File: src/hw/rtl/rlsc_pkg.sv
// Shared constants, register indexes and width helpers for the lens shading corrector.
package rlsc_pkg;

	// Port widths fixed by the interface
	localparam int PIXEL_W   = 32;
	localparam int COORD_W   = 13;
	localparam int REG_W     = 14;
	localparam int CFG_IDX_W = 2;

	// Parameter defaults
	localparam int COORD_BITS_DEF = 13;
	localparam int PIXEL_BITS_DEF = 32;

	// Register indexes on the configuration port
	localparam logic [CFG_IDX_W-1:0] REG_FRAME_WIDTH  = 2'd0;
	localparam logic [CFG_IDX_W-1:0] REG_FRAME_HEIGHT = 2'd1;

	// Register reset values
	localparam logic [REG_W-1:0] FRAME_WIDTH_RST  = 14'd1920;
	localparam logic [REG_W-1:0] FRAME_HEIGHT_RST = 14'd1080;

	// Gain scaling: 1000 is unity, the radial term spans 300
	localparam int GAIN_UNITY  = 1000;
	localparam int GAIN_SPAN   = 300;
	localparam int GAIN_FRAC_W = 10;   // bits that hold GAIN_UNITY - 1
	localparam int SPAN_W      = 9;    // bits that hold GAIN_SPAN

	// Denominator w^2 + h^2
	localparam int DEN_BITS = 2 * REG_W + 1;

	// Width of |2c - size| for a coordinate of xb bits
	function automatic int dist_bits(input int xb);
		return (xb + 1 > REG_W) ? xb + 1 : REG_W;
	endfunction

	// Width of GAIN_SPAN * (dx^2 + dy^2), also the divider quotient width
	function automatic int quo_bits(input int xb);
		return 2 * dist_bits(xb) + 1 + SPAN_W;
	endfunction

endpackage

File: src/hw/rtl/rlsc_front.sv
// Radial distance front end: squared half-pixel distances, w^2 + h^2 and the scaled numerator.
module rlsc_front
	import rlsc_pkg::*;
#(
	parameter int XB = COORD_BITS_DEF,
	parameter int P  = PIXEL_BITS_DEF
) (
	input  logic                      clk,
	input  logic                      arst_n,
	input  logic                      in_valid,
	input  logic [P-1:0]              pix,
	input  logic [XB-1:0]             x,
	input  logic [XB-1:0]             y,
	input  logic [REG_W-1:0]          w,
	input  logic [REG_W-1:0]          h,
	output logic                      out_valid,
	output logic [quo_bits(XB)-1:0]   num_scaled,
	output logic [DEN_BITS-1:0]       den,
	output logic                      den_zero,
	output logic [P-1:0]              pix_out
);

	localparam int DB    = dist_bits(XB);
	localparam int SQ_W  = 2 * DB;
	localparam int NUM_W = SQ_W + 1;
	localparam int Q_W   = quo_bits(XB);
	localparam int WW_W  = 2 * REG_W;

	logic v_s1, v_s2, v_s3, v_s4, v_s5, v_s6;

	logic [P-1:0]       pix_s1, pix_s2, pix_s3, pix_s4, pix_s5, pix_s6;
	logic [XB-1:0]      x_s1, y_s1;
	logic [REG_W-1:0]   w_s1, h_s1, h_s2;
	logic [DB-1:0]      dx_s2, dy_s2, dy_s3;
	logic [WW_W-1:0]    ww_s2, ww_s3, hh_s3;
	logic [SQ_W-1:0]    sqx_s3, sqx_s4, sqy_s4;
	logic [DEN_BITS-1:0] den_s4, den_s5, den_s6;
	logic [NUM_W-1:0]   num_s5;
	logic               dz_s5, dz_s6;
	logic [Q_W-1:0]     n300_s6;

	// |2c - size| in half-pixel units
	function automatic logic [DB-1:0] half_dist(input logic [XB-1:0] c,
		input logic [REG_W-1:0] size);
		logic [DB:0] tc;
		logic [DB:0] sz;
		tc = (DB + 1)'({c, 1'b0});
		sz = (DB + 1)'(size);
		return (tc >= sz) ? DB'(tc - sz) : DB'(sz - tc);
	endfunction

	// Valid bits
	always_ff @(posedge clk or negedge arst_n) begin
		if (!arst_n) begin
			v_s1 <= 1'b0;
			v_s2 <= 1'b0;
			v_s3 <= 1'b0;
			v_s4 <= 1'b0;
			v_s5 <= 1'b0;
			v_s6 <= 1'b0;
		end else begin
			v_s1 <= in_valid;
			v_s2 <= v_s1;
			v_s3 <= v_s2;
			v_s4 <= v_s3;
			v_s5 <= v_s4;
			v_s6 <= v_s5;
		end
	end

	// Datapath stages
	always_ff @(posedge clk) begin
		// s1: capture the item and the frame size
		pix_s1 <= pix;
		x_s1   <= x;
		y_s1   <= y;
		w_s1   <= w;
		h_s1   <= h;
		// s2: distances, w^2
		pix_s2 <= pix_s1;
		dx_s2  <= half_dist(x_s1, w_s1);
		dy_s2  <= half_dist(y_s1, h_s1);
		ww_s2  <= WW_W'(w_s1) * WW_W'(w_s1);
		h_s2   <= h_s1;
		// s3: dx^2, h^2
		pix_s3 <= pix_s2;
		sqx_s3 <= SQ_W'(dx_s2) * SQ_W'(dx_s2);
		hh_s3  <= WW_W'(h_s2) * WW_W'(h_s2);
		ww_s3  <= ww_s2;
		dy_s3  <= dy_s2;
		// s4: dy^2, denominator
		pix_s4 <= pix_s3;
		sqy_s4 <= SQ_W'(dy_s3) * SQ_W'(dy_s3);
		den_s4 <= DEN_BITS'(ww_s3) + DEN_BITS'(hh_s3);
		sqx_s4 <= sqx_s3;
		// s5: numerator, zero-frame flag
		pix_s5 <= pix_s4;
		num_s5 <= NUM_W'(sqx_s4) + NUM_W'(sqy_s4);
		den_s5 <= den_s4;
		dz_s5  <= (den_s4 == '0);
		// s6: times 300 as 256 + 32 + 8 + 4
		pix_s6  <= pix_s5;
		n300_s6 <= (Q_W'(num_s5) << 8) + (Q_W'(num_s5) << 5)
			+ (Q_W'(num_s5) << 3) + (Q_W'(num_s5) << 2);
		den_s6  <= den_s5;
		dz_s6   <= dz_s5;
	end

	assign out_valid  = v_s6;
	assign num_scaled = n300_s6;
	assign den        = den_s6;
	assign den_zero   = dz_s6;
	assign pix_out    = pix_s6;

endmodule

File: config.mk
export PLATFORM = sky130hd
export DESIGN_NAME = rlsc_front
export DESIGN_NICKNAME = d
export VERILOG_FILES = /design/src/hw/rtl/rlsc_pkg.sv /design/src/hw/rtl/rlsc_front.sv
export SDC_FILE = /design/constraint.sdc
export NUM_CORES = 2
export LEC_CHECK = 0
export BUFFER_PORTS_ARGS = -buffer_cell sky130_fd_sc_hd__buf_2
export CAP_MARGIN = 20
export CORE_MARGIN = 1.5
export CORE_UTILIZATION = 60
export CTS_CLUSTER_SIZE = 28
export DETAILED_ROUTE_END_ITERATION = 12
export GPL_TIMING_DRIVEN = 0
export PLACE_DENSITY = 0.78
export SKIP_CTS_REPAIR_TIMING = 1
export SYNTH_ARGS = -nofsm -noshare
export SYNTH_HDL_FRONTEND = slang
export SYNTH_SLANG_ARGS = --single-unit
File: constraint.sdc
create_clock -name clk -period 7 [get_ports clk]
set_input_delay 1.4 -clock clk [delete_from_list [all_inputs] [get_ports clk]]
set_output_delay 1.4 -clock clk [all_outputs]
set_load 0.1 [all_outputs]
---- Word-level counts from Yosys, hierarchy flattened ----
Cells that the tools add are included.
storage, ports and cells
  register bits ........................... 632
  logic and storage cells ................. 51
  input port bits ......................... 89
  output and inout port bits .............. 101
cells by class
  $add $sub $neg .......................... 9
  $mul .................................... 4
  order comparisons ....................... 2
  mux-type cells .......................... 2
  reduce and logical (&&, ||, !) cells .... 1
operators by type and width
  operator                                        number
  14-bit by 14-bit multiplier with 28-bit output  4
  28-bit by 28-bit adder with 29-bit output       2
  14-bit subtractor                               4
  37-bit by 34-bit adder with 38-bit output       1
  38-bit by 31-bit adder with 38-bit output       1
  38-bit by 32-bit adder with 38-bit output       1
  29-bit logical NOT                              1
  14-bit greater-or-equal comparator              2
  14-bit 2-to-1 mux                               2

---- Longest topological paths before layout ----
  word-level depth ........................ 3
  mapped depth ............................ 26
  mapped depth without buffers ............ 24

---- Worst setup path before layout ----
No wires, ideal clock.
  kind .................................... reg-to-reg
  from .................................... register dy_s3[2]
  to ...................................... register sqy_s4[26]
  buffers on the path ..................... 2
  path slack .............................. 0.580 ns
  period minus slack after synthesis ...... 6.420 ns
  cell stages (with the launch flop) ...... 25
  setup time .............................. 0.127 ns
  data required time ...................... 6.873 ns
  arrival ................................. 6.294 ns
  cell sequence ........................... dfxtp_1 > clkbuf_1 > clkbuf_1 > nand2_1 > fa_1 > fa_1 > inv_1 > fa_1 > inv_1 > fa_1 > inv_1 > fa_1 > inv_1 > fa_1 > inv_1 > ha_1 > a21o_1 > a21o_1 > a211o_1 > a2111oi_0 > o31a_1 > nor2_1 > o21ai_0 > o21ai_0 > xor2_1
on the way
  word-level cells in the longest chain between the ends .. 1
ends and longest elaborated chain
  element                                         line              text
  from (decl)                                     rlsc_front.sv:34  logic [DB-1:0] dx_s2, dy_s2, dy_s3;
  from (signal assigned)                          rlsc_front.sv:90  dy_s3 <= dy_s2;
  14-bit by 14-bit multiplier with 28-bit output  rlsc_front.sv:93  sqy_s4 <= SQ_W'(dy_s3) * SQ_W'(dy_s3);
  to (signal assigned)                            rlsc_front.sv:93
  to (decl)                                       rlsc_front.sv:36  logic [SQ_W-1:0] sqx_s3, sqx_s4, sqy_s4;
No other way between the ends.

---- Final worst setup path ----
  from .................................... register h_s2[5]
  to ...................................... register hh_s3[27]
on the way
  word-level cells in the longest chain between the ends .. 1
ends and longest elaborated chain
  element                                         line              text
  from (decl)                                     rlsc_front.sv:33  logic [REG_W-1:0] w_s1, h_s1, h_s2;
  from (signal assigned)                          rlsc_front.sv:84  h_s2 <= h_s1;
  14-bit by 14-bit multiplier with 28-bit output  rlsc_front.sv:88  hh_s3 <= WW_W'(h_s2) * WW_W'(h_s2);
  to (signal assigned)                            rlsc_front.sv:88
  to (decl)                                       rlsc_front.sv:35  logic [WW_W-1:0] ww_s2, ww_s3, hh_s3;
No other way between the ends.

==> flow_summary.toml <==
[outcome]
status = "complete, no violations"

[timing]
slew_viol_final = 0
rsz0062_at_grt = "false"
slew_headroom = 0.4670
fin_hold_ws_ns = 0.3102
fin_ws_ns = 0.2791
layout_min_cycle_time_ns = 6.721
fmax_mhz = 148.8
hold_viol = 0
fin_crit_sh = 0.9601
tightest_slew_ns = 0.7941
setup_viol = 0
finClkSkew_ns = 0.02066

[clock_network]
cts_tree = "done"
cts_htree_levels = 2
cts_sinks = 620
cts_buffers = 61
path_clk_slew_ns = 0.06
clk_latency_ns = 0.63
cts_max_path_buffers = 3
cts_root_buf = "clkbuf_16"

[finish]
layout-drive-gt1-share = 0.08467
areaGrowthSynthToFinish_pct = 10.07
n_antenna_cell = 0
stdcell_area_sq_um = 46350
nNetsFinal = 5475

[setup_path]
crit_path_end_kind = "flop"
r2r_end = "hh_s3[27]"
r2r_cells = 21
r2r_slack_ns = 0.28
start_kind = "flop"
startpoint = "h_s2[5]"
reg2reg_from = "h_s2[5]"
arrival_ns = 7.26
crit_end = "hh_s3[27]"
crit_required_ns = 7.54
cp_max_fo = 10
crit_type = "flop to flop"

[synthesis]
syn_area_sq_um = 42100
synth-edff-count = 0
synth_ff_type = "dfxtp_1"
synthArstFlopShare = 0.009677
postSynthCellCount = 4117
seq_area_frac_synth = 0.2955
ys_types = 78
syn_area_per_cell_sq_um = 10.23
yosys_register_bits = 620
yosys_warnings = 0

[drt]
vias = 28280
dr.pass1.iters = 6
top_layer = "met4"
ant_nets = 0
met1_length_mm = 34.42
wl_met2_mm = 42.68
met3_length_mm = 3.951
wl_per_cell_microns = 15.67
drt_wl_total_mm = 83.78
drc = 0
viasPerCell = 5.289
drt_iter0_markers = 1388

[die]
core_area_sq_um = 69070
die_y_microns = 267.9
num_rows = 96
die-area_sq_um = 71770
io_pins = 190
initial_core_util = 0.6096
fp.dieW_microns = 267.9

[grt]
grt_remaining_overflow = 0
grt_first_pass_wirelength_mm = 141.7
grtUsageTotal = 0.2450
antenna_found_initial = 0
grt_max_degree = 17
grt_pass1_vias = 29980

[place]
port_buffers = 187
place.detailed.hpwl_mm = 67.21
pre_cts_ws_ns = -0.3181
gp_congestion = 0.9127
placement.cell_area_sq_um = 44210

[hold_path]
min_path_type = "flop to flop"

[run]
cap_viol_max_count = 0
-- per-layer routing --
layer  track usage  vias to the layer above
met4       0.08826                        0
met1        0.2981                    13810
met3       0.03473                      169
li1              -                    13640
met5             0                        -
met2        0.4416                      663
-- Yosys cell counts, types with 5 or more instances --
cell type,instances,area (sq um)
o21a_1,23,172.7
and3_1,20,125.1
a221o_1,7,70.07
inv_1,785,2947
a31oi_1,20,125.1
ha_1,510,6381
mux2_2,9,101.4
nor3b_1,5,37.54
a41oi_1,7,61.31
nand4_1,23,143.9
a21oi_1,187,935.9
a211oi_1,18,135.1
nor4_1,12,75.07
dfrtp_1,6,150.1
nor2_1,142,533.0
o21ai_1,7,35.03
o211ai_1,6,45.04
nand3_1,33,165.2
nor2b_1,23,143.9
o21bai_1,34,255.2
or2_2,7,43.79
fa_1,509,10190
xnor2_1,163,1428
clkbuf_1,78,292.8
dfxtp_1,614,12290
nand2_1,301,1130
o21ai_0,86,430.4
nand2b_1,18,112.6
a21o_1,142,1066
a221oi_1,7,61.31
a2111oi_0,5,43.79
nor3_1,28,140.1
a31o_2,17,148.9
xor2_1,70,613.1
mux2i_1,16,160.2
buf_2,5,25.02
and2_1,98,613.1
a211o_1,5,43.79
-- flip-flops by register name, indices dropped and copies added (netlist names), 26 cells and up --
| signal | flops |
|---|---|
| sqy_s4 | 27 |
| ww_s3 | 26 |
| sqx_s4 | 27 |
| sqx_s3 | 27 |
| num_s5 | 29 |
| den | 29 |
| pix_s3 | 32 |
| pix_s4 | 32 |
| den_s4 | 29 |
| pix_s1 | 32 |
| pix_s2 | 32 |
| num_scaled | 36 |
| den_s5 | 29 |
| pix_s5 | 32 |
| hh_s3 | 27 |
| pix_out | 32 |
| ww_s2 | 27 |
-- critical path, stage by stage (launching register included) --
cell,delay [ns]
dfxtp_1,0.48
clkbuf_1,0.52
nand2_1,0.17
fa_1,0.55
fa_1,0.52
inv_1,0.05
fa_1,0.49
inv_1,0.06
fa_1,0.53
inv_1,0.05
fa_1,0.48
inv_1,0.06
fa_1,0.49
inv_1,0.04
ha_1,0.33
and4_1,0.20
a221o_1,0.40
a311o_1,0.42
a41oi_1,0.34
o21ai_1,0.13
a21oi_1,0.18
xnor2_1,0.14
-- area by class of cell --
| class | instances | area [sq um] |
|---|---|---|
| Buffer | 87 | 376.6 |
| Clock buffer | 80 | 1762 |
| Clock inverter | 33 | 327.8 |
| Fill cell | 5412 | 22720 |
| Inverter | 788 | 2965 |
| Multi-Input combinational cell | 2622 | 26360 |
| Sequential cell | 620 | 12450 |
| Tap cell | 931 | 1165 |
| Timing Repair Buffer | 187 | 935.9 |
-- worst min-delay path by stage --
stage	start	to	slack, ns	cells past startpoint
5_1_grt	pix_s1[20]	pix_s2[20]	0.31	0
2_1_floorplan	den_s5[0]	den[0]	0.31	0
4_1_cts	pix_s1[8]	pix_s2[8]	0.31	0
3_5_place_dp	dy_s2[3]	dy_s3[3]	0.31	0
3_3_place_gp	pix_s4[5]	pix_s5[5]	0.31	0
6_report	pix_s1[8]	pix_s2[8]	0.31	0
-- cells by family (layout without fill, tap and decap cells) --
kind of cell / Yosys count / after routing / synth area share
AOI/OAI and AO/OA: 620 / 620 / 0.09729
xor gates and xnor gates: 233 / 233 / 0.04847
adders and majority gates: 1019 / 1019 / 0.3936
buffers and inverters: 876 / 1175 / 0.07863
DFF: 620 / 620 / 0.2955
muxes: 25 / 25 / 0.006211
other: 1 / 2 / 0.00008906
and+or+nand+nor: 723 / 723 / 0.08024
-- stage by stage --
stage	std cells	TNS [ns]	util
after global placement	5236	-0.3265	0.6401
after CTS	5349	-0.7134	0.6703
after global routing	5348	0	0.6710
final	5348	0	0.6710
after floorplan	4118	0	-
after detailed placement	5236	-0.5927	0.6401
-- cell usage in the layout, fill, tap and decap left out, types with 7 or more instances in the layout --
master	Yosys	routed
dfxtp_2	0	8
inv_1	785	785
a21oi_1	187	187
and2_1	98	98
a31oi_1	20	20
o21bai_1	34	34
a21o_1	142	142
xor2_1	70	70
clkbuf_8	0	10
a31o_2	17	17
nor3_1	28	28
nand2_1	301	301
and3_1	20	20
mux2_2	9	9
nand3_1	33	33
xnor2_1	163	163
mux2i_1	16	16
a211oi_1	18	18
a41oi_1	7	7
nor2b_1	23	23
ha_1	510	510
nor4_1	12	12
o21ai_0	86	84
nor2_1	142	142
clkinv_2	0	10
nand4_1	23	23
nand2b_1	18	18
clkbuf_16	0	64
a221o_1	7	7
fa_1	509	509
or2_2	7	7
buf_2	5	193
dfxtp_1	614	606
clkbuf_1	78	68
o21a_1	23	23
clkinv_4	0	7
o21ai_1	7	9
a221oi_1	7	7
clkbuf_2	1	13
Power is left out: the tool's default activity adds up to more than one toggle a clock period on the data nets, which glitch-free logic cannot reach.
